[config.mk]
export PLATFORM = sky130hd
export DESIGN_NAME = r2q_div_cell
export DESIGN_NICKNAME = d
export VERILOG_FILES = /design/src/design/r2q_pkg.sv /design/src/design/r2q_div_cell.sv
export SDC_FILE = /design/constraint.sdc
export NUM_CORES = 1
export LEC_CHECK = 0
export ABC_AREA = 0
export ABC_CLOCK_PERIOD_IN_PS = 3300
export BUFFER_PORTS_ARGS = -buffer_cell sky130_fd_sc_hd__buf_2
export CAP_MARGIN = 0
export CORE_MARGIN = 2
export CORE_UTILIZATION = 36
export CTS_CLUSTER_DIAMETER = 30
export DETAILED_ROUTE_END_ITERATION = 10
export PLACE_DENSITY = 0.67
export SLEW_MARGIN = 30
export SYNTH_ARGS = -nofsm -noshare
export SYNTH_HDL_FRONTEND = slang
export SYNTH_SLANG_ARGS = --single-unit
[constraint.sdc]
create_clock -name aclk -period 3.3 [get_ports aclk]
set_clock_uncertainty 0.2 [all_clocks]
set_input_delay 0.165 -clock aclk [delete_from_list [all_inputs] [get_ports aclk]]
set_output_delay 0.165 -clock aclk [all_outputs]
set_load 0.005 [all_outputs]
[src/design/r2q_pkg.sv]
package r2q_pkg;

    localparam int ELEM_W = 16;
    localparam int QUAT_W = 16;
    // Off-diagonal sums and differences need one bit more than an element.
    localparam int OP_W   = 17;
    // A clamped radicand is positive and below 2^17 for every input pattern.
    localparam int R_W    = 17;
    localparam int LANES  = 3;

    typedef enum logic [1:0] {
        BR_TRACE = 2'd0,
        BR_X     = 2'd1,
        BR_Y     = 2'd2,
        BR_Z     = 2'd3
    } branch_t;

    // Side data carried along the square root chain.
    typedef struct packed {
        branch_t                 branch;
        logic                    bad;
        logic signed [OP_W-1:0]  oa;
        logic signed [OP_W-1:0]  ob;
        logic signed [OP_W-1:0]  oc;
    } sq_side_t;

    // Side data carried along the divider chain.
    typedef struct packed {
        branch_t                 branch;
        logic                    bad;
        logic [QUAT_W-1:0]       big;
        logic [LANES-1:0]        neg;
        logic [LANES-1:0]        ovf;
    } dv_side_t;

endpackage

[src/design/r2q_div_cell.sv]
module r2q_div_cell #(
    parameter int NW  = 35,
    parameter int BIT = 15
) (
    input  logic                                         aclk,
    input  logic                                         aresetn,
    input  logic                                         en,
    input  logic                                         valid_in,
    input  logic [r2q_pkg::LANES-1:0][NW-1:0]            rem_in,
    input  logic [r2q_pkg::LANES-1:0][r2q_pkg::QUAT_W-1:0] q_in,
    input  logic [NW-1:0]                                dvs_in,
    input  r2q_pkg::dv_side_t                            side_in,
    output logic                                         valid_reg,
    output logic [r2q_pkg::LANES-1:0][NW-1:0]            rem_reg,
    output logic [r2q_pkg::LANES-1:0][r2q_pkg::QUAT_W-1:0] q_reg,
    output logic [NW-1:0]                                dvs_reg,
    output r2q_pkg::dv_side_t                            side_reg
);
    import r2q_pkg::*;

    logic [NW-1:0]                   sub;
    logic [LANES-1:0]                ge;
    logic [LANES-1:0][NW-1:0]        rem_next;
    logic [LANES-1:0][QUAT_W-1:0]    q_next;

    // Restoring division, one quotient bit per cell for all three lanes.
    always_comb begin
        sub = dvs_in << BIT;
        for (int l = 0; l < LANES; l++) begin
            ge[l]       = rem_in[l] >= sub;
            rem_next[l] = ge[l] ? rem_in[l] - sub : rem_in[l];
            q_next[l]   = {q_in[l][QUAT_W-2:0], ge[l]};
        end
    end

    always_ff @(posedge aclk) begin
        if (!aresetn) begin
            valid_reg <= 1'b0;
        end else if (en) begin
            valid_reg <= valid_in;
        end
    end

    always_ff @(posedge aclk) begin
        if (en) begin
            rem_reg  <= rem_next;
            q_reg    <= q_next;
            dvs_reg  <= dvs_in;
            side_reg <= side_in;
        end
    end

endmodule

# Word-level counts from Yosys, hierarchy flattened
# Cells that the tools add are included.
dict set report totals {
  reg_bits 214
  input_bits 217
  output_inout_bits 214
  elab_cells 22
}
dict set report op_classes {
  add_sub_neg 3
  n_lt_le_gt_ge 3
  n_mux 3
}
# operator count
set ops {}
lappend ops {{$ge 35x35->1} 3}
lappend ops {{$mux 35} 3}
lappend ops {{$sub 35x35->35} 3}

# Depth between registers and ports, before layout
dict set report logic_depth {
  ltp_word 2
  mapped_depth 13
  ltp_nobuf 12
}

# Worst setup path before layout
# Ideal clock, no wire load.
dict set report synth_path {
  kind {in2reg}
  startpoint {input rem_in[50] in the netlist's numbering}
  endpoint {register rem_reg[55] in the netlist's numbering (data pin)}
  arrival_ns 2.389
  path_slack_ns 0.451
  path_stages 12
  path_cell_list {inv_1 ha_1 inv_1 fa_1 a21o_1 a221oi_4 o221ai_2 nor4_2 o21a_2 inv_2 buf_6 mux2_4}
}
# element line_no
set synth_rtl {}
lappend synth_rtl {{start: declaration} r2q_div_cell.sv:9} ;# input logic [r2q_pkg::LANES-1:0][NW-1:0] rem_in,
lappend synth_rtl {{end signal: assignment} r2q_div_cell.sv:46} ;# rem_reg <= rem_next;
lappend synth_rtl {{end: declaration} r2q_div_cell.sv:14} ;# output logic [r2q_pkg::LANES-1:0][NW-1:0] rem_reg,

==> results.ini <==
[logic_synthesis]
ys_ff_latch = 214
yosys-top-cells-area = edfxtp_1, ha_1, mux2_2
async_flop_share = 0
synth_warnings = 0
synth_cells = 808
syn_area_um2 = 10600
synth_cell_types = 72
synth_edf_count = 213
synth_top_area_frac = 0.606
synth.avg_cell_area_um2 = 13.1
yosys.area.top_type = edfxtp_1
syn-num-nets = 1088
synth_flop_cell = edfxtp_1
synth-seq-area-share = 0.608

[sta]
tightest_slew_ns = 0.614
finalWorstSetupSlack_ns = 0.141
slew_headroom = 0.591
fin_crit_ns = 3.16
min_period_over_period = 0.957
setup_viol = 0
holdWs_ns = 0.0574
fmax_ghz = 0.317
hold_violations = 0
drv_slew = 0
fin_setup_tns_ns = 0
rsz0062_at_grt = no

[floorplan]
io_pins = 431
fp.dieW_um = 175
dieArea_um2 = 30700
row_count = 62
die_y_um = 175
core_um2 = 28800
start_util = 0.367

[worst_hold_path]
min_path_type = in -> reg

[setup_path]
crit_path_max_fanout = 10
worst-endpoint-required_ns = 3.39
start_kind = input pin
critPathMaxStageDelay_ns = 0.54
cp.buffers_inverters = 4
cp_top_family = buffers and inverters
crit_type = in -> reg
critical-path-slowest-cell = dlygate4sd3_1
crit_path_end_kind = register
crit_chain = dlygate4sd3_1 -> buf_2 -> inv_1 -> ha_2 -> a21oi_1 -> o21ai_0 -> a221oi_2 -> nand2_1 -> o31ai_4 -> buf_4 -> mux2_2
worstPathArrival_ns = 3.25

[flow_run]
maxCapViolCount = 0

[drt]
detail-route-antenna-nets = 0
route.vias.total = 9709
drtIter0Drc = 504
wl_per_cell_um = 19.5
via_per_inst = 5.00
totalWireLength_um = 37800
drtPass1Iterations = 5
post-route-drc-count = 0

[layout]
final_common_cell = buf_2
final_nets = 1791
final_cell_mix = buf_2, edfxtp_1, dlygate4sd3_1, ha_1, nand2_1
syn2layout_area_growth_pct = 64.2
finalNonFillerCells = 1940
layout-drive-gt1-share = 0.393
largest_reg_flops = 105
fin_area_um2 = 17300

[placed_design]
dp_cells = 1630
gp_congestion = 0.891
dp_hpwl_um = 25500
dp_slack_ns = 0.0512
place_area_um2 = 13300
io_buffer_count = 427

[clocking]
insertion_delay_ns = 0.54
cts_tree = done
cts_buffers = 51
cts_max_level = 2
clock-root-buffer = clkbuf_16
cts_sinks = 214
path_clk_slew_ns = 0.05
cts_max_path_buffers = 3
post-cts-setup-buffer-count = 0

[global_route]
grt_antenna_before_repair = 2
grt_use_total = 0.236
grt_max_degree = 77
grt_pass1_vias = 10300
grt_pass1_wl_um = 55800
overflow = 0

[pwr]
p_per_area_nw_per_um2 = 597
max-vdd-ir-drop_v = 0.000426
power.static_leakage_nw = 7.47

[status]
status = complete, no violations

-- where the power goes --
part           internal (W)  switching, W  total, W
clock network       0.00357       0.00167   0.00524
registers           0.00332     0.0000783   0.00339
logic              0.000835      0.000877   0.00171
-- area by class of cell --
class	instances	area [µm²]
Timing Repair Buffer	670	4540
Sequential cell	214	6420
Fill cell	2218	11500
Tap cell	384	480
Clock inverter	42	528
Inverter	40	156
Multi-Input combinational cell	534	3920
Clock buffer	54	1290
Antenna cell	2	5.00
-- timing repair --
action	4_1_cts	5_1_grt
endpoints found under the hold margin	211	0
hold buffers	212	0
resized for setup	0	14
endpoints found under the setup margin	0	37
-- metal layers --
metal / wire length, µm / vias to the layer above / global-route usage
met2: 19500 / 442 / 0.437
met5: 0 / - / 0
met1: 13900 / 4628 / 0.251
met4: 1760 / 0 / 0.111
met3: 2670 / 108 / 0.0590
li1: - / 4531 / -
-- final timing paths --
check                           cells after the start          end       start  slack [ns]
worst max-delay path                               11  rem_reg[86]  dvs_in[11]        0.14
worst min-delay path                                1     q_reg[8]          en        0.06
worst max register to register                      3    valid_reg   valid_reg        1.92
worst min register to register                      3    valid_reg   valid_reg        0.89
-- Yosys cell counts (3+ instances only) --
library cell / n
a211oi_1: 14
a21o_1: 20
a21oi_1: 41
a21oi_2: 9
a31oi_1: 14
and2_1: 3
and3_1: 3
and4_1: 3
buf_2: 7
clkbuf_1: 7
edfxtp_1: 213
fa_1: 3
ha_1: 60
inv_1: 38
mux2_2: 22
mux2_4: 4
mux2i_1: 7
nand2_1: 56
nand2b_1: 9
nand3_1: 19
nand4_1: 7
nor2_1: 48
nor2b_1: 10
nor3_1: 9
nor4_1: 10
o211ai_1: 5
o21a_1: 13
o21ai_0: 47
o21bai_1: 7
o31ai_1: 3
or2_2: 3
or3_1: 3
xnor2_1: 20
xor2_1: 22
-- metrics by stage --
| step | power, W | utilization |
|---|---|---|
| CTS | 0.0104 | 0.600 |
| global placement | 0.00487 | 0.464 |
| floorplan | 0.00418 | - |
| finish | 0.0103 | 0.602 |
| global route | 0.0107 | 0.602 |
| detailed placement | 0.00489 | 0.464 |
-- cells by family (layout without fill, tap and decap cells) --
family	Yosys count	after routing	synth area share
flip-flops	214	214	0.608
AND/OR/NAND/NOR	194	194	0.0905
other	0	2	0
multiplexers	33	33	0.0358
buffers and inverters	60	806	0.0245
XOR/XNOR	42	42	0.0349
adder cells (fa/ha/maj)	63	63	0.0768
AO/OA/AOI/OAI	202	202	0.129
-- worst reg2reg max path, delay by kind of cell (launching register included) --
family / cells / cell delay [ns]
multiplexers: 1 / 0.15
buffers and inverters: 1 / 0.54
AND/OR/NAND/NOR: 1 / 0.06
flip-flops: 1 / 0.30
(Power assumes the default switching activity.)
