$ cat src/design/r2q_pkg.sv
package r2q_pkg;

    localparam int ELEM_W = 16;
    localparam int QUAT_W = 16;
    // Off-diagonal sums and differences need one bit more than an element.
    localparam int OP_W   = 17;
    // A clamped radicand is positive and below 2^17 for every input pattern.
    localparam int R_W    = 17;
    localparam int LANES  = 3;

    typedef enum logic [1:0] {
        BR_TRACE = 2'd0,
        BR_X     = 2'd1,
        BR_Y     = 2'd2,
        BR_Z     = 2'd3
    } branch_t;

    // Side data carried along the square root chain.
    typedef struct packed {
        branch_t                 branch;
        logic                    bad;
        logic signed [OP_W-1:0]  oa;
        logic signed [OP_W-1:0]  ob;
        logic signed [OP_W-1:0]  oc;
    } sq_side_t;

    // Side data carried along the divider chain.
    typedef struct packed {
        branch_t                 branch;
        logic                    bad;
        logic [QUAT_W-1:0]       big;
        logic [LANES-1:0]        neg;
        logic [LANES-1:0]        ovf;
    } dv_side_t;

endpackage

$ cat src/design/r2q_front.sv
module r2q_front #(
    parameter int FRAC_BITS = 14
) (
    input  logic                              aclk,
    input  logic                              aresetn,
    input  logic                              en,
    input  logic                              in_valid,
    input  logic signed [r2q_pkg::ELEM_W-1:0] e0,
    input  logic signed [r2q_pkg::ELEM_W-1:0] e1,
    input  logic signed [r2q_pkg::ELEM_W-1:0] e2,
    input  logic signed [r2q_pkg::ELEM_W-1:0] e4,
    input  logic signed [r2q_pkg::ELEM_W-1:0] e5,
    input  logic signed [r2q_pkg::ELEM_W-1:0] e6,
    input  logic signed [r2q_pkg::ELEM_W-1:0] e8,
    input  logic signed [r2q_pkg::ELEM_W-1:0] e9,
    input  logic signed [r2q_pkg::ELEM_W-1:0] e10,
    output logic                              valid_reg,
    output logic [r2q_pkg::R_W-1:0]           r_reg,
    output r2q_pkg::sq_side_t                 side_reg
);
    import r2q_pkg::*;

    localparam int W = 20;

    logic signed [W-1:0] one;
    logic signed [W-1:0] x0, x1, x2, x4, x5, x6, x8, x9, x10;
    logic signed [W-1:0] t;
    logic signed [W-1:0] r;
    logic [R_W-1:0]      r_next;
    sq_side_t            side_next;

    always_comb begin
        one = W'(1) <<< FRAC_BITS;
        x0  = W'(e0);
        x1  = W'(e1);
        x2  = W'(e2);
        x4  = W'(e4);
        x5  = W'(e5);
        x6  = W'(e6);
        x8  = W'(e8);
        x9  = W'(e9);
        x10 = W'(e10);
        t   = x0 + x5 + x10;
        side_next.bad = 1'b0;
        if (t > 0) begin
            side_next.branch = BR_TRACE;
            r                = one + t;
            side_next.oa     = OP_W'(x9 - x6);
            side_next.ob     = OP_W'(x2 - x8);
            side_next.oc     = OP_W'(x4 - x1);
        end else if (x0 > x5 && x0 > x10) begin
            side_next.branch = BR_X;
            r                = one + x0 - x5 - x10;
            side_next.oa     = OP_W'(x1 + x4);
            side_next.ob     = OP_W'(x8 + x2);
            side_next.oc     = OP_W'(x9 - x6);
        end else if (x5 > x10) begin
            side_next.branch = BR_Y;
            r                = one + x5 - x0 - x10;
            side_next.oa     = OP_W'(x1 + x4);
            side_next.ob     = OP_W'(x6 + x9);
            side_next.oc     = OP_W'(x2 - x8);
        end else begin
            side_next.branch = BR_Z;
            r                = one + x10 - x0 - x5;
            side_next.oa     = OP_W'(x2 + x8);
            side_next.ob     = OP_W'(x6 + x9);
            side_next.oc     = OP_W'(x4 - x1);
        end
        // A radicand that is not positive is clamped to one LSB and flagged.
        if (r <= 0) begin
            r_next        = R_W'(1);
            side_next.bad = 1'b1;
        end else begin
            r_next = R_W'(r);
        end
    end

    always_ff @(posedge aclk) begin
        if (!aresetn) begin
            valid_reg <= 1'b0;
        end else if (en) begin
            valid_reg <= in_valid;
        end
    end

    always_ff @(posedge aclk) begin
        if (en) begin
            r_reg    <= r_next;
            side_reg <= side_next;
        end
    end

endmodule

$ cat config.mk
export PLATFORM = sky130hd
export DESIGN_NAME = r2q_front
export DESIGN_NICKNAME = d
export VERILOG_FILES = /design/src/design/r2q_pkg.sv /design/src/design/r2q_front.sv
export SDC_FILE = /design/constraint.sdc
export NUM_CORES = 1
export LEC_CHECK = 0
export BUFFER_PORTS_ARGS = -buffer_cell sky130_fd_sc_hd__buf_2
export CORE_MARGIN = 8
export CORE_UTILIZATION = 55
export CTS_CLUSTER_DIAMETER = 150
export CTS_CLUSTER_SIZE = 20
export DETAILED_ROUTE_END_ITERATION = 10
export GPL_ROUTABILITY_DRIVEN = 0
export PLACE_DENSITY = 0.78
export SLEW_MARGIN = 10
export SYNTH_ARGS = -nofsm -noshare
export SYNTH_HDL_FRONTEND = slang
export SYNTH_SLANG_ARGS = --single-unit
$ cat constraint.sdc
create_clock -name aclk -period 4.5 [get_ports aclk]
set_clock_uncertainty 0.15 [all_clocks]
set_input_delay 0.45 -clock aclk [delete_from_list [all_inputs] [get_ports aclk]]
set_output_delay 0.45 -clock aclk [all_outputs]
set_load 0.01 [all_outputs]
# ---- Yosys cells after proc, flatten, opt, wreduce, memory -nomap -nowiden
# Cells that the tools add are included.
dict set report classes {
  add_sub_neg 18
  magnitude_cmp 5
  n_mux 9
  n_reduce_logical 2
}
# op n
set op_table {}
lappend op_table {{2-to-1 mux 51 bit} 3}
lappend op_table {{adder 16 x 16 -> 17 bit} 4}
lappend op_table {{2-to-1 mux 20 bit} 3}
lappend op_table {{subtractor 18 x 16 -> 19 bit} 3}
lappend op_table {{subtractor 17 x 16 -> 18 bit} 3}
lappend op_table {{adder 16 x 16 -> 17 bit, first input constant} 3}
lappend op_table {{subtractor 16 x 16 -> 17 bit} 3}
lappend op_table {{> comparator 16 bit} 3}
lappend op_table {{<= comparator 20 x 1 -> 1 bit, second input constant} 1}
lappend op_table {{adder 16 x 18 -> 19 bit, first input constant} 1}
lappend op_table {{adder 17 x 16 -> 18 bit} 1}
lappend op_table {{> comparator 18 x 1 -> 1 bit, second input constant} 1}
lappend op_table {{2-to-1 mux 1 bit} 3}
lappend op_table {{OR reduction 2 bit} 1}
lappend op_table {{logical AND 1 bit} 1}
dict set report word_totals {
  ff_bits 72
  input_bits 148
  output_inout_bits 72
  wordCells 42
}

# ---- Logic depth before layout (Yosys ltp)
dict set report depth {
  depth_word 8
  ltp_mapped 20
}

# ---- Worst setup path before layout
# No wires, ideal clock.
dict set report synth_path {
  path_kind {input-to-reg}
  startpoint {in e0[1] (netlist name)}
  endpoint {reg side_reg[13] (netlist name) (data pin)}
  setup_ps 261
  t_arrival_ps 4170
  setup_slack_ps -81
  path_stages 16
  n_path_buf 1
  cell_sequence {fa_1 -> ha_1 -> fa_1 -> a21o_1 -> a21oi_1 -> o21ai_2 -> a221o_2 -> o31ai_1 -> xor2_1 -> ha_1 -> and3_1 -> a31o_2 -> buf_6 -> nand2_1 -> a2bb2o_1 -> a221o_1}
}
# element line
set synth_lines {}
lappend synth_lines {{start, declared} r2q_front.sv:8} ;# input logic signed [r2q_pkg::ELEM_W-1:0] e0,
lappend synth_lines {{end signal, assigned} r2q_front.sv:90} ;# side_reg <= side_next;
lappend synth_lines {{end, declared} r2q_front.sv:19} ;# output r2q_pkg::sq_side_t side_reg

# ---- Worst setup path in the final report
dict set report layout_path {
  startpoint {in e5[9] (netlist name)}
  endpoint {reg r_reg[0] (netlist name) (data pin)}
}
dict set report layout_between {
  elab_chain_len 7
  elab_cells_between_ends 17
  cone_classes {9 x add/sub; 4 x order compare; 3 x mux; 1 x reduce/logical}
}
# element line
set layout_rtl {}
lappend layout_rtl {{start, declared} r2q_front.sv:12} ;# input logic signed [r2q_pkg::ELEM_W-1:0] e5,
lappend layout_rtl {{adder 16 x 16 -> 17 bit} r2q_front.sv:59} ;# r = one + x5 - x0 - x10;
lappend layout_rtl {{subtractor 17 x 16 -> 18 bit} r2q_front.sv:59}
lappend layout_rtl {{subtractor 18 x 16 -> 19 bit} r2q_front.sv:59}
lappend layout_rtl {{2-to-1 mux 20 bit} r2q_front.sv:57} ;# end else if (x5 > x10) begin
lappend layout_rtl {{2-to-1 mux 20 bit} r2q_front.sv:51} ;# end else if (x0 > x5 && x0 > x10) begin
lappend layout_rtl {{2-to-1 mux 20 bit *} r2q_front.sv:45} ;# if (t > 0) begin
lappend layout_rtl {{<= comparator 20 x 1 -> 1 bit} r2q_front.sv:71} ;# if (r <= 0) begin
lappend layout_rtl {{end signal, assigned} r2q_front.sv:89} ;# r_reg <= r_next;
lappend layout_rtl {{end, declared} r2q_front.sv:18} ;# output logic [r2q_pkg::R_W-1:0] r_reg,
# Every way passes the cells marked *; elsewhere a longest branch is shown, timed or not.
# A chain may end at the register's enable or synchronous reset.

==> qor.csv <==
metric,value,unit
outcome,finished clean,
r2r_start,valid_reg,
clk_pin_slew,0.06,ns
grt_start_max_net_pins,73,
drt-initial-drc-count,1360,
reg2reg_to,valid_reg,
drive_gt1_frac,0.233,
clock_latency,0.34,ns
largest_reg_flops,54,
synthesis.area,0.0154,mm^2
diodes,0,
min_path_type,input pin to flip-flop,
power.density,328,mW/mm^2
drc,0,
startpoint,e5[9],
cts.path.max_buffers,2,
final_nets,2711,
holdCritStartpoint,aresetn,
cts_made_buffers,9,
grt_pass1_vias,15200,
cp-end-kind,flip-flop,
max_freq,225,MHz
netlist-cell-type-count,88,
async_flop_share,0,
htree_levels,3,
vias,15000,
rsz0062_at_grt,true,
hold_slack,0.174,ns
ir_drop,0.182,mV
setup.worst_path.end,r_reg[0],
synth_top_cell_area_share,0.239,
drv_slew,0,
fin_crit_sh,0.987,
post_dp_cell_area,0.0184,mm^2
finalCriticalPeriod,4.44,ns
final_area,0.0188,mm^2
ys_seq_area_frac,0.140,
required,4.56,ns
cp-start-kind,input pin,
synth_edf_count,71,
wire_per_inst,18.7,um
root_buffer,clkbuf_16,
synthCells,1790,
io_buffers,219,
grt-ovfl-total,0,
die_width,183,um
synth_top_area_cell,ha_1,
die_area,0.0336,mm^2
relSlewSlack,0.317,
antenna_found_initial,0,
die_y,183,um
cp.arrival,4.50,ns
tritoncts,built,
drv_cap,0,
grt_pass1_wl,75.6,mm
setup_violations,0,
finalHoldViolCount,0,
io_pins,220,
synth_area_leaders,"ha_1, edfxtp_1, fa_1, inv_1, xnor2_1",
synthToLayoutAreaGrowth,22.2,%
path_max_fanout,12,
clock_sinks,72,
avgSynthCellArea,8.59,um^2
synthFlopType,edfxtp_1,
reg2reg_depth,2,
worst_pin_slew,1.02,ns
ant_nets,0,
syn_nets,2310,
r2r_slack,3.76,ns
synth_seq_cells,72,
dp_hpwl,40.6,mm
final_common_cell,ha_1,
yosys_warnings,0,
via_per_inst,5.84,
grtUsageTotal,0.278,
core.rowCount,61,
firstDrtPassIters,7,
drt-total-wl,48.0,mm
power_leakage,9.27,nW
initial_core_util,0.556,
crit_type,input pin to flip-flop,
core_area,0.0276,mm^2
final_cell_mix,"ha_1, buf_4, buf_2, inv_1, a21oi_1",
==> cell type report <==
type	instances	area [um^2]
fillers	2229	8850
repair buffers	445	2870
multi-input cells	1452	12200
flip-flops and latches	72	2150
clock inverters	2	8.76
inverters	211	792
clock buffers	12	236
well taps	378	473
==> routing by layer <==
metal | track usage | vias to the layer above | share of wire
met1 | 0.356 | 7082 | 0.42
met5 | 0 | - | 0
met4 | 0.114 | 0 | 0.041
met2 | 0.453 | 722 | 0.45
met3 | 0.0558 | 145 | 0.085
li1 | - | 7076 | -
==> report_power, final <==
part           switching [W]  leakage, nW  internal, W  total [W]
clock               0.000272        0.120     0.000365   0.000636
sequential         0.0000938        0.701      0.00102    0.00112
combinational        0.00247         8.45      0.00195    0.00441
==> synth_stat cells, drive strengths merged, types with 8 or more instances <==
| library cell | count |
|---|---|
| o21a | 18 |
| buf | 27 |
| a22oi | 9 |
| nor4 | 13 |
| a21oi | 129 |
| a211oi | 17 |
| a31oi | 15 |
| inv | 211 |
| o31ai | 16 |
| nand2 | 104 |
| nor4b | 8 |
| a21o | 27 |
| ha | 294 |
| a221o | 8 |
| a2111oi | 8 |
| clkbuf | 28 |
| or3 | 13 |
| fa | 78 |
| o21ai | 92 |
| a221oi | 8 |
| mux2i | 29 |
| a21boi | 8 |
| and3 | 18 |
| and2 | 12 |
| o211ai | 23 |
| o21bai | 11 |
| nor2b | 36 |
| nand3 | 31 |
| nand2b | 23 |
| o22ai | 16 |
| xnor2 | 86 |
| nor3 | 33 |
| nor2 | 122 |
| edfxtp | 71 |
| xor2 | 44 |
==> worst min path at each step <==
stage,depth (start not counted),to
2_1_floorplan,2,valid_reg
3_3_place_gp,2,valid_reg
3_5_place_dp,2,valid_reg
4_1_cts,2,valid_reg
5_1_grt,2,valid_reg
6_report,2,valid_reg
==> what timing repair did <==
| item | CTS | global route |
|---|---|---|
| buffers inserted | 0 | 1 |
| gates resized for setup | 0 | 23 |
| hold buffers | 0 | 0 |
| endpoints found under the setup margin | 0 | 40 |
==> kinds of logic after synthesis <==
group / Yosys count / share of synthesized area
compound gates: 469 / 0.204
xor+xnor: 130 / 0.0755
fa+ha+maj: 372 / 0.341
buf+inv: 266 / 0.0711
flops: 72 / 0.140
mux: 32 / 0.0211
simple gates: 449 / 0.147
==> through the flow <==
stage	std cells	utilization	setup TNS [ns]	setup slack [ns]	total power (W)
floorplan	1790	-	0	0.0371	0.00372
global placement	2557	0.667	-3.66	-0.165	0.00524
detailed placement	2557	0.667	-8.27	-0.248	0.00537
CTS	2571	0.676	0	0.100	0.00603
global route	2572	0.680	-0.0338	-0.0259	0.00660
finish	2572	0.680	0	0.0586	0.00617
==> worst max-delay path, cell delays in order <==
cell       delay [ns]
buf_2            0.12
buf_4            0.14
inv_1            0.17
ha_1             0.30
nor4_2           0.31
buf_4            0.18
nand3_1          0.18
a21oi_1          0.37
a31oi_1          0.18
a221oi_4         0.43
buf_12           0.21
mux2i_1          0.37
and4_1           0.26
o2111ai_1        0.16
nor4_1           0.31
o2111ai_1        0.22
nand3b_1         0.12
Power figures use the tool's default switching activity.
