[config.mk]
export PLATFORM = sky130hd
export DESIGN_NAME = r2q_sqrt_cell
export DESIGN_NICKNAME = d
export VERILOG_FILES = /design/src/design/r2q_pkg.sv /design/src/design/r2q_sqrt_cell.sv
export SDC_FILE = /design/constraint.sdc
export NUM_CORES = 1
export LEC_CHECK = 0
export BUFFER_PORTS_ARGS = -buffer_cell sky130_fd_sc_hd__buf_2
export CAP_MARGIN = 10
export CORE_MARGIN = 3
export CORE_UTILIZATION = 49
export CTS_CLUSTER_DIAMETER = 30
export DETAILED_ROUTE_END_ITERATION = 12
export PLACE_DENSITY = 0.88
export SLEW_MARGIN = 20
export SYNTH_ARGS = -nofsm -noshare
export SYNTH_HDL_FRONTEND = slang
export SYNTH_SLANG_ARGS = --single-unit
[constraint.sdc]
create_clock -name aclk -period 5.3 [get_ports aclk]
set_clock_uncertainty 0.2 [all_clocks]
set_input_delay 0.795 -clock aclk [delete_from_list [all_inputs] [get_ports aclk]]
set_output_delay 0.795 -clock aclk [all_outputs]
set_load 0.1 [all_outputs]
[src/design/r2q_pkg.sv]
package r2q_pkg;

    localparam int ELEM_W = 16;
    localparam int QUAT_W = 16;
    // Off-diagonal sums and differences need one bit more than an element.
    localparam int OP_W   = 17;
    // A clamped radicand is positive and below 2^17 for every input pattern.
    localparam int R_W    = 17;
    localparam int LANES  = 3;

    typedef enum logic [1:0] {
        BR_TRACE = 2'd0,
        BR_X     = 2'd1,
        BR_Y     = 2'd2,
        BR_Z     = 2'd3
    } branch_t;

    // Side data carried along the square root chain.
    typedef struct packed {
        branch_t                 branch;
        logic                    bad;
        logic signed [OP_W-1:0]  oa;
        logic signed [OP_W-1:0]  ob;
        logic signed [OP_W-1:0]  oc;
    } sq_side_t;

    // Side data carried along the divider chain.
    typedef struct packed {
        branch_t                 branch;
        logic                    bad;
        logic [QUAT_W-1:0]       big;
        logic [LANES-1:0]        neg;
        logic [LANES-1:0]        ovf;
    } dv_side_t;

endpackage

[src/design/r2q_sqrt_cell.sv]
module r2q_sqrt_cell #(
    parameter int QW = 17
) (
    input  logic                aclk,
    input  logic                aresetn,
    input  logic                en,
    input  logic                valid_in,
    input  logic [QW+1:0]       rem_in,
    input  logic [QW-1:0]       root_in,
    input  logic [2*QW-1:0]     val_in,
    input  r2q_pkg::sq_side_t   side_in,
    output logic                valid_reg,
    output logic [QW+1:0]       rem_reg,
    output logic [QW-1:0]       root_reg,
    output logic [2*QW-1:0]     val_reg,
    output r2q_pkg::sq_side_t   side_reg
);
    import r2q_pkg::*;

    logic [QW+1:0] rem_sh;
    logic [QW+1:0] trial;
    logic          take;
    logic [QW+1:0] rem_next;
    logic [QW-1:0] root_next;

    // One root bit per cell: bring down the next two radicand bits and try
    // the candidate 4*root + 1.
    always_comb begin
        rem_sh    = {rem_in[QW-1:0], val_in[2*QW-1 -: 2]};
        trial     = {root_in, 2'b01};
        take      = rem_sh >= trial;
        rem_next  = take ? rem_sh - trial : rem_sh;
        root_next = {root_in[QW-2:0], take};
    end

    always_ff @(posedge aclk) begin
        if (!aresetn) begin
            valid_reg <= 1'b0;
        end else if (en) begin
            valid_reg <= valid_in;
        end
    end

    always_ff @(posedge aclk) begin
        if (en) begin
            rem_reg  <= rem_next;
            root_reg <= root_next;
            val_reg  <= {val_in[2*QW-3:0], 2'b00};
            side_reg <= side_in;
        end
    end

endmodule

**After elaboration in Yosys (flattened, before gate mapping)**

Cells that the tools add are included.

- Bits of input ports: 128
- Output and inout port bits: 125
- Logic and storage cells: 12
- Register bits after elaboration: 123

- Add/subtract/negate cells: 1
- Multiplexer cells: 1
- Magnitude comparators: 1

Operators with widths:

| cell | number |
|---|---|
| $ge 19x19->1 | 1 |
| $mux 19 | 1 |
| $sub 19x19->19 | 1 |

**Logic depth before layout (Yosys ltp)**

Gate-level depths: netlist of run 1.

- Depth in word-level cells: 2
- Mapped depth: 10
- Mapped depth without buffers: 8

**Worst setup path before layout of run 1**

No wires, ideal clock.

- Kind: input to register
- Start: input port root_in[7]
- End: register rem_reg[10] (data pin)
- Stages on the path: 9
- Required time: 4.840 ns
- Library setup time: 0.260 ns
- Setup slack: 2.186 ns
- Data arrival time: 2.653 ns
- Cell sequence: inv_1 -> ha_1 -> buf_2 -> nand4_1 -> a2111oi_2 -> a32oi_2 -> a211oi_4 -> buf_8 -> mux2_4

- Word-level cells in the longest chain between the ends: 2

Ends and longest elaborated chain:

| item | RTL line | source |
|---|---|---|
| from (decl) | r2q_sqrt_cell.sv:9 | `input logic [QW-1:0] root_in,` |
| $sub 19x19->19 / $ge 19x19->1 (equally long branches) | r2q_sqrt_cell.sv:32, r2q_sqrt_cell.sv:31 |  |
| $mux 19 * | r2q_sqrt_cell.sv:32 | `rem_next = take ? rem_sh - trial : rem_sh;` |
| named net rem_next[10] | r2q_sqrt_cell.sv:23 | `logic [QW+1:0] rem_next;` |
| to (signal assigned) | r2q_sqrt_cell.sv:46 | `rem_reg <= rem_next;` |
| to (decl) | r2q_sqrt_cell.sv:13 | `output logic [QW+1:0] rem_reg,` |

The timed path passes the listed nets; every way through them passes the cells marked *.
A chain may end at the register's enable or synchronous reset.

**Worst setup path in the final report of run 1**

- Start: input port root_in[7]
- End: register rem_reg[2] (data pin)

- Word-level cells in the longest chain between the ends: 2

Ends and longest elaborated chain:

| item | RTL line | source |
|---|---|---|
| $ge 19x19->1 | r2q_sqrt_cell.sv:31 | `take = rem_sh >= trial;` |
| $mux 19 | r2q_sqrt_cell.sv:32 |  |
| named net rem_next[2] | r2q_sqrt_cell.sv:23 |  |

The timed path passes the listed nets, and every way through them passes these cells.

==> results of run 1 <==
## stage by stage
stage	total power [mW]	cell area (sq um)
floorplan	2.002	5091
global placement	2.165	6465
detailed placement	2.183	6465
CTS	3.275	7020
global route	3.360	7020
finish	3.251	7023
## critical path, cell delays in order
cell,delay [ns]
buf_2,0.10
inv_1,0.06
ha_1,0.43
nand4_1,0.14
a2111oi_2,0.39
a32oi_2,0.14
a211oi_4,0.51
buf_4,0.37
mux2_2,0.37
## logic make-up (layout without fill, tap and decap cells)
family	after synthesis	in the layout	share of synthesized area, %
AOI/OAI and AO/OA	57	57	8.239
xor gates and xnor gates	15	15	2.582
adders and majority gates	19	19	4.673
buffers and inverters	29	304	2.705
DFF	123	123	72.41
muxes	16	16	4.304
other	1	3	0.07371
and+or+nand+nor	53	53	5.017
## cell usage in the layout (no fill, tap or decap), drive strengths merged, types with 5 or more instances in the layout
cell type / count
buf: 250
mux2: 14
nor2b: 5
a21o: 6
ha: 19
inv: 23
o211ai: 6
clkbuf: 22
edfxtp: 122
nor2: 17
o21ai: 7
clkinv: 5
nand2b: 6
nand2: 13
a21oi: 16
xnor2: 11
## cells in the mapped netlist (all sizes together), types with 2 or more instances
cell type / count
o21a: 2
nor2: 17
nor3: 2
mux2i: 2
inv: 23
edfxtp: 122
a32oi: 3
buf: 6
xor2: 4
nor2b: 5
a311oi: 2
nand2b: 6
mux2: 14
nand2: 13
xnor2: 11
a21oi: 16
a2111oi: 2
o211ai: 6
and2: 2
a21boi: 2
a21o: 6
nand4: 4
a31oi: 2
o21ai: 7
ha: 19
## cell type report
class	count	area [sq um]
Clock inverter	9	122.6
Timing Repair Buffer	250	1259
Clock buffer	22	432.9
Antenna cell	1	2.502
Tap cell	133	166.4
Sequential cell	123	3684
Inverter	23	86.33
Multi-Input combinational cell	162	1270
Fill cell	666	2932
## how the worst max path moves through the flow
stage	startpoint	end	slack, ns	depth (start not counted)
floorplan	root_in[7]	rem_reg[10]$_DFFE_PP_	2.19	9
global placement	root_in[7]	rem_reg[2]$_DFFE_PP_	1.57	9
detailed placement	root_in[7]	rem_reg[3]$_DFFE_PP_	1.54	9
CTS	root_in[7]	rem_reg[2]$_DFFE_PP_	2.06	9
global route	root_in[7]	rem_reg[2]$_DFFE_PP_	1.87	9
finish	root_in[7]	rem_reg[2]$_DFFE_PP_	2.04	9
## routing by layer
layer	vias up	share of wire, %
li1	1732	-
met1	1794	34
met2	164	55
met3	28	8.2
met4	2	2.3
met5	-	0.095
## where the power goes
group / internal (mW) / leakage, nW / total [mW] / switching, mW
clock: 0.707 / 0.266 / 1.08 / 0.376
sequential: 1.17 / 1.20 / 1.19 / 0.0210
combinational: 0.175 / 1.65 / 0.974 / 0.798
total: 2.05 / 3.12 / 3.25 / 1.20
==> impl_metrics.csv, run 1 <==
group,metric,value,unit
route,wl,13.70,mm
job,maxCapViolCount,0,
timing,timing.hold.ws,0.2635,ns
clock_network,cts.clk_slew.worst_paths,0.06,ns
timing,worstMarginPinSlew,0.9308,ns
pwr,vdd_drop_max,0.0002469,V
worst_hold_path,whs_path_depth,1,
timing,drv_slew,0,
setup_path,reg2reg_to,"valid_reg$_SDFFE_PN0P_",
synthesis,syn_inst,313,
synthesis,synth.distinct_cells,48,
timing,max_freq,306.7,MHz
setup_path,cp_max_fo,16,
route,vias,3720,
route,post_drt_wl_per_cell,18.95,microns
place,preCtsSetupSlack,1.545,ns
finish,nets,724,
place,portBuffers,248,
global_route,grt_usage,23.28,%
timing,rsz0062_at_grt,"no",
synthesis,ys_top_cells_by_area,"edfxtp_1 (72%), ha_1 (4.7%), mux2_4 (3.2%)",
clock_network,cts-resized-gates,0,
setup_path,worstPathArrival,3.31,ns
clock_network,root_buffer,"clkbuf_8",
clock_network,clk_latency,0.50,ns
route,viasPerCell,5.145,
finish,largest_register_ffs,54,
clock_network,cts.sink_count,123,
place,place_hpwl,10.41,mm
synthesis,synth_flop_cell,"edfxtp_1",
clock_network,cts_tree,"yes",
timing,setup_violations,0,
setup_path,critPathKind,"input port to register",
clock_network,cts_inserted_buffers,17,
route,drtIter0Drc,159,
setup_path,start_kind,"input port",
global_route,grt_pass1_vias,3778,
synthesis,ys_seq_area_share,72.41,%
synthesis,synth.top_cell.area_share,72.01,%
finish,drive_above_1_share,49.58,%
global_route,grt_max_degree,76,
timing,fin_setup_tns,0,ns
finish,final_util,70.55,%
worst_hold_path,holdPathEnd,"side_reg[33]$_DFFE_PP_",
floorplan,die_h,107.9,microns
setup_path,rrSetupSlack,4.49,ns
clock_network,postCtsSetupBuffers,0,
setup_path,cp-end-kind,"register",
floorplan,start_util,51.11,%
synthesis,ys_ff_latch,123,
setup_path,r2r_start,"valid_reg$_SDFFE_PN0P_",
floorplan,dieArea,11640,sq um
global_route,gr-total-overflow,0,
timing,relSlewSlack,37.94,%
setup_path,required,5.35,ns
finish,synthToLayoutAreaGrowth,38.05,%
floorplan,die_w,107.9,microns
global_route,use_met3,8.518,%
floorplan,num_rows,36,
timing,hold_viol_final,0,
route,ant_nets,0,
global_route,grt_use_met1,23.50,%
worst_hold_path,worstHoldStart,"side_in[33]",
clock_network,h-tree-depth,4,
place,placedCellCount,691,
floorplan,top_level_ports,253,
floorplan,core_area,9955,sq um
timing,period_minus_slack,3.260,ns
global_route,gr-usage-met2,42.36,%
worst_hold_path,worst_hold_path_type,"input port to register",
synthesis,async_flop_share,0,%
synthesis,syn_avg_cell_area,16.25,sq um
clock_network,hold_buffers,0,
synthesis,yosysWarnings,0,
route,drc,0,
timing,fin_crit_sh,61.51,%
timing,worst_slack,2.040,ns
route,dr.pass1.iters,7,
synthesis,synth_edf_count,122,
global_route,grt.busiest_layer,"met2",
clock_network,cts_buffer_depth,2,
global_route,grt_pass1_wl,19.78,mm
outcome,status,"finished, final reports clean",
setup_path,ff2ff_path_depth,2,
pwr,p_leak,3.122,nW
pwr,pwr_density_cell,462.9,nW/um^2
global_route,antenna_found_initial,1,
synthesis,synth_top_area_cell,"edfxtp_1",
finish,finalNonFillerCells,723,
synthesis,syn-cell-area,5087,sq um
place,gp_congestion,0.7797,
No activity file was read; power rests on OpenSTA's default activity.
==> run 2: changes to the inputs <==
--- a/config.mk
+++ b/config.mk
@@ -5,13 +5,14 @@
 export SDC_FILE = /design/constraint.sdc
 export NUM_CORES = 1
 export LEC_CHECK = 0
+export ABC_AREA = 1
 export BUFFER_PORTS_ARGS = -buffer_cell sky130_fd_sc_hd__buf_2
 export CAP_MARGIN = 10
 export CORE_MARGIN = 3
-export CORE_UTILIZATION = 49
+export CORE_UTILIZATION = 47
 export CTS_CLUSTER_DIAMETER = 30
 export DETAILED_ROUTE_END_ITERATION = 12
-export PLACE_DENSITY = 0.88
+export PLACE_DENSITY = 0.84
 export SLEW_MARGIN = 20
 export SYNTH_ARGS = -nofsm -noshare
 export SYNTH_HDL_FRONTEND = slang
==> constraint.sdc (replaced) <==
create_clock -name aclk -period 3.3 [get_ports aclk]
set_clock_uncertainty 0.2 [all_clocks]
set_input_delay 0.495 -clock aclk [delete_from_list [all_inputs] [get_ports aclk]]
set_output_delay 0.495 -clock aclk [all_outputs]
set_load 0.1 [all_outputs]
==> impl_metrics.csv, run 2 <==
group,metric,value,unit
synthesis,async_flop_share,0,%
synthesis,syn-cell-area,5425,sq um
finish,largest_register_ffs,54,
finish,synthToLayoutAreaGrowth,36.74,%
floorplan,dieArea,12870,sq um
route,drtIter0Drc,300,
global_route,grt_pass1_vias,4211,
clock_network,cts_inserted_buffers,17,
floorplan,num_rows,38,
timing,max_freq,472.3,MHz
synthesis,ys_top_cells_by_area,"edfxtp_1 (68%), nand2_1 (7.8%), ha_1 (4.4%)",
route,dr.pass1.iters,4,
clock_network,h-tree-depth,4,
setup_path,start_kind,"input port",
place,placedCellCount,823,
finish,fin_area,7418,sq um
finish,diodes,0,
setup_path,cp-end-kind,"register",
clock_network,cts_buffer_depth,2,
finish,final_util,66.96,%
synthesis,synth_adder_area_share,4.382,%
setup_path,required,3.37,ns
synthesis,synth.area.mux_share,0,%
clock_network,cts.sink_count,123,
timing,hold_viol_final,0,
place,gp_congestion,0.9076,
finish,nets,849,
global_route,grt_pass1_wl,22.20,mm
clock_network,cts.clk_slew.worst_paths,0.05,ns
route,wl,14.77,mm
clock_network,clk_latency,0.41,ns
route,drc,0,
floorplan,start_util,48.97,%
pwr,finalPower,5.319,mW
synthesis,synth.top_cell.area_share,67.53,%
global_route,grt_max_degree,75,
synthesis,ys_ff_latch,123,
timing,drv_slew,0,
pwr,pwr_density_cell,717.0,nW/um^2
global_route,grt_usage,22.92,%
route,post_drt_wl_per_cell,17.30,microns
route,viasPerCell,4.913,
timing,setup_violations,0,
timing,rsz0062_at_grt,"no",
route,ant_nets,0,
worst_hold_path,worst_hold_path_type,"input port to register",
clock_network,postCtsSetupBuffers,0,
synthesis,yosysWarnings,0,
timing,fin_setup_tns,0,ns
clock_network,root_buffer,"clkbuf_16",
synthesis,synth_edf_count,122,
synthesis,synth_flop_cell,"edfxtp_1",
clock_network,cts-resized-gates,0,
setup_path,cp_max_fo,11,
synthesis,yosysMostFrequentCell,"edfxtp_1",
synthesis,synth_top_area_cell,"edfxtp_1",
timing,period_minus_slack,2.117,ns
place,placed_cell_area,6838,sq um
finish,drive_above_1_share,47.34,%
setup_path,critPathKind,"input port to register",
place,place_hpwl,11.36,mm
global_route,gr-total-overflow,0,
synthesis,ys_seq_area_share,67.90,%
synthesis,synth_top_family_by_area,"simple AND/OR/NAND/NOR gates",
route,vias,4196,
synthesis,synth_commonest_cells,"edfxtp_1 (122), nand2_1 (113), inv_1 (44)",
finish,finalNonFillerCells,854,
job,maxCapViolCount,0,
timing,worstMarginPinSlew,0.5586,ns
synthesis,synth_xor_area_share,1.453,%
clock_network,cts_tree,"yes",
pwr,p_leak,3.508,nW
floorplan,die_w,113.4,microns
synthesis,synth-compound-area-share,2.560,%
clock_network,hold_buffers,0,
finish,mostFrequentLayoutCells,"buf_2 (247), edfxtp_1 (122), nand2_1 (113)",
floorplan,core_area,11080,sq um
finish,final_common_cell,"buf_2",
timing,relSlewSlack,62.76,%
outcome,status,"finished, final reports clean",
global_route,antenna_found_initial,1,
pwr,vdd_drop_max,0.0004494,V
synthesis,syn_avg_cell_area,12.47,sq um
floorplan,die_h,113.4,microns
synthesis,syn_inst,435,
synthesis,synth.distinct_cells,30,
floorplan,top_level_ports,253,
synthesis,synth_simple_gate_area_share,18.73,%
timing,fin_crit_sh,64.16,%
setup_path,worstPathArrival,2.19,ns
place,portBuffers,248,
-- run 2: worst paths after layout --
| kind | startpoint | to | slack, ns | cells after the start |
|---|---|---|---|---|
| max | root_in[7] | rem_reg[0]$_DFFE_PP_ | 1.18 | 10 |
| min | val_in[14] | val_reg[16]$_DFFE_PP_ | 0.06 | 1 |
| max reg2reg | valid_reg$_SDFFE_PN0P_ | valid_reg$_SDFFE_PN0P_ | 2.44 | 2 |
| min reg2reg | valid_reg$_SDFFE_PN0P_ | valid_reg$_SDFFE_PN0P_ | 0.35 | 2 |
-- run 2: stage by stage --
stage	hold WS [ns]	worst slack, ns
floorplan	0.3885	1.159
global placement	0.3280	0.7836
detailed placement	0.3405	0.7490
CTS	0.04251	1.151
global route	0.03700	1.056
finish	0.05810	1.183
-- run 2: where the power goes --
| group | internal [mW] | leakage (nW) | switching [mW] |
|---|---|---|---|
| Sequential | 1.88 | 1.20 | 0.0381 |
| Combinational | 0.259 | 2.02 | 1.33 |
| Clock | 1.17 | 0.283 | 0.637 |
| Total | 3.32 | 3.51 | 2.00 |
-- run 2: worst max-delay path: stages --
cell and delay [ns]:
buf_2 0.10, inv_1 0.05, ha_1 0.33, nand2_1 0.15, nor2_2 0.06, and2_4 0.15, a31oi_4 0.38, buf_4 0.29
nand3_2 0.09, nand2_1 0.09
-- run 2: cells by family (layout without fill, tap and decap cells) --
| family | Yosys count | after routing |
|---|---|---|
| adders and majority gates | 19 | 19 |
| AOI/OAI and AO/OA | 21 | 21 |
| xor gates and xnor gates | 9 | 9 |
| other | 1 | 2 |
| DFF | 123 | 123 |
| buffers and inverters | 61 | 339 |
| and+or+nand+nor | 201 | 201 |
-- run 2: area by class of cell --
type	instances	area, sq um
well taps	140	175.2
multi-input cells	252	1479
inverters	55	206.4
repair buffers	253	1294
clock buffers	18	429.2
flip-flops and latches	123	3684
fillers	822	3660
clock inverters	13	151.4
-- run 2: metal layers --
layer  vias to the layer above  routed length (microns)  track usage (%)
li1                       2015                        -                -
met1                      1966                     5290            24.54
met2                       176                     7923            41.15
met3                        37                     1099            7.533
met4                         2                      444            10.26
met5                         -                       13                0
==> run 3: changes to the inputs <==
--- a/config.mk
+++ b/config.mk
@@ -9,10 +9,10 @@
 export BUFFER_PORTS_ARGS = -buffer_cell sky130_fd_sc_hd__buf_2
 export CAP_MARGIN = 10
 export CORE_MARGIN = 3
-export CORE_UTILIZATION = 47
+export CORE_UTILIZATION = 42
 export CTS_CLUSTER_DIAMETER = 30
 export DETAILED_ROUTE_END_ITERATION = 12
-export PLACE_DENSITY = 0.84
+export PLACE_DENSITY = 0.79
 export SLEW_MARGIN = 20
 export SYNTH_ARGS = -nofsm -noshare
 export SYNTH_HDL_FRONTEND = slang
==> constraint.sdc (replaced) <==
create_clock -name aclk -period 1.88 [get_ports aclk]
set_clock_uncertainty 0.2 [all_clocks]
set_input_delay 0.282 -clock aclk [delete_from_list [all_inputs] [get_ports aclk]]
set_output_delay 0.282 -clock aclk [all_outputs]
set_load 0.1 [all_outputs]
==> impl_metrics.csv, run 3 (synthesized netlist as in run 2, its figures left out) <==
group,metric,value,unit
timing,setup_violations,0,
job,maxCapViolCount,0,
finish,finalNonFillerCells,1045,
clock_network,cts.sink_count,123,
worst_hold_path,worst_hold_path_type,"input port to register",
timing,period_minus_slack,1.734,ns
global_route,grt_max_degree,55,
setup_path,start_kind,"input port",
route,ant_nets,0,
finish,fillers,792,
floorplan,start_util,44.07,%
setup_path,slowest_delay,0.30,ns
clock_network,clk_latency,0.41,ns
clock_network,cts_buffer_depth,2,
clock_network,postCtsSetupBuffers,0,
floorplan,core_area,12310,sq um
floorplan,dieArea,14320,sq um
route,dr.pass1.iters,4,
route,drtIter0Drc,313,
clock_network,cts.clk_slew.worst_paths,0.05,ns
finish,drive_above_1_share,46.51,%
route,viasPerCell,4.806,
floorplan,num_rows,40,
setup_path,rrSetupSlack,0.33,ns
timing,fin_setup_tns,0,ns
pwr,switching_share,38.80,%
pwr,internal-power,5.871,mW
clock_network,cts_inserted_buffers,17,
clock_network,cts_tree,"yes",
route,drc,0,
clock_network,root_buffer,"clkbuf_16",
timing,rsz0062_at_grt,"no",
place,preCtsSetupSlack,-0.2748,ns
global_route,grt_pass1_vias,5383,
finish,final_util,73.92,%
place,placed_cell_area,7495,sq um
setup_path,critPathSlowestCell,"ha_4",
setup_path,path_common_cell,"nand2_1",
global_route,grt_usage,26.97,%
timing,fin_crit_sh,92.23,%
route,vias,5022,
finish,nets,1009,
pwr,pwr_density_cell,1054,nW/um^2
setup_path,crit_start,"root_in[7]",
outcome,status,"finished, final reports clean",
global_route,antenna_found_initial,3,
place,place_hpwl,11.90,mm
pwr,vdd_drop_max,0.0007004,V
setup_path,cp-end-kind,"register",
place,portBuffers,248,
pwr,p_leak,4.193,nW
pwr,switchingPower,3.722,mW
timing,worst_slack,0.1460,ns
timing,drv_slew,0,
timing,timing.hold.ws,0.01933,ns
finish,fin_area,9101,sq um
timing,relSlewSlack,63.72,%
setup_path,path_cells,"buf_2 -> inv_1 -> ha_4 -> nand2_1 -> nor2_2 -> and2_4 -> a31oi_4 -> buf_12 -> nand3_1 -> nand2_1",
setup_path,worstPathArrival,1.69,ns
floorplan,die_h,119.7,microns
setup_path,ff2ff_path_depth,3,
timing,hold_viol_final,0,
pwr,seqPwrFrac,35.3,%
place,gp_congestion,0.8641,
floorplan,die_w,119.7,microns
timing,max_freq,576.7,MHz
floorplan,top_level_ports,253,
setup_path,critPathKind,"input port to register",
setup_path,path_depth,10,
finish,largest_register_ffs,54,
global_route,gr-total-overflow,0,
route,wl,19.42,mm
worst_hold_path,whs_path_depth,3,
route,post_drt_wl_per_cell,18.58,microns
pwr,power_frac_clock,31.0,%
finish,final_common_cell,"buf_2",
setup_path,required,1.84,ns
finish,synthToLayoutAreaGrowth,67.76,%
clock_network,h-tree-depth,4,
pwr,pwr-share-comb,33.7,%
setup_path,r2r_start,"valid_reg$_SDFFE_PN0P_",
setup_path,cp_max_fo,14,
timing,worstMarginPinSlew,0.5480,ns
setup_path,reg2reg_to,"valid_reg$_SDFFE_PN0P_",
setup_path,crit_family,"simple AND/OR/NAND/NOR gates",
setup_path,critPathCapture,"rem_reg[11]$_DFFE_PP_",
finish,mostFrequentLayoutCells,"buf_2 (247), edfxtp_1 (122), nand2_1 (111)",
setup_path,cp_num_buf_inv,3,
pwr,finalPower,9.594,mW
place,placedCellCount,906,
global_route,grt_pass1_wl,29.17,mm
==> run 3: power groups by stage <==
stage | registers, mW | clock network [mW] | logic (mW)
CTS | 3.37 | 2.98 | 3.20
global placement | 3.40 | 0 | 2.98
detailed placement | 3.42 | 0 | 3.01
floorplan | 5.18 | 0 | 0.536
global route | 3.40 | 3.12 | 3.36
finish | 3.39 | 2.98 | 3.23
==> run 3: area by class of cell <==
cell class / instances / area (sq um) / area share (%)
Clock inverter: 12 / 101.3 / 1.114
Inverter: 55 / 206.4 / 2.268
Multi-Input combinational cell: 252 / 1659 / 18.23
Clock buffer: 20 / 436.7 / 4.798
Sequential cell: 123 / 3684 / 40.47
Timing Repair Buffer: 413 / 2799 / 30.75
Antenna cell: 2 / 5.005 / 0.05499
Tap cell: 168 / 210.2 / 2.310
==> run 3: how the worst min path moves through the flow <==
stage | startpoint | to | slack, ns
6_report | rem_in[3] | rem_reg[5]$_DFFE_PP_ | 0.02
3_3_place_gp | side_in[11] | side_reg[11]$_DFFE_PP_ | 0.26
2_1_floorplan | en | valid_reg$_SDFFE_PN0P_ | 0.18
3_5_place_dp | val_in[25] | val_reg[27]$_DFFE_PP_ | 0.26
5_1_grt | rem_in[4] | rem_reg[6]$_DFFE_PP_ | 0.04
4_1_cts | rem_in[9] | rem_reg[11]$_DFFE_PP_ | 0.004
==> run 3: worst register-to-register path, stage by stage (launching register included) <==
cell	delay, ns
dfxtp_1	0.32
o21ai_0	0.28
a21oi_1	0.07
dlygate4sd3_1	0.57
==> run 3: per-layer routing <==
metal | global-route usage [%] | share of wire (%) | vias to the layer above | wire length [microns]
met4 | 14.96 | 4.3 | 2 | 843
li1 | - | - | 2341 | -
met3 | 8.341 | 7.3 | 68 | 1411
met1 | 28.44 | 36 | 2384 | 7001
met2 | 47.78 | 52 | 227 | 10150
met5 | 0 | 0.067 | - | 13
==> run 3: what timing repair did <==
item / 4_1_cts / 5_1_grt
hold buffers: 105 / 0
endpoints found under the hold margin: 104 / 0
setup endpoints to repair: 0 / 8
gates resized for setup: 0 / 2
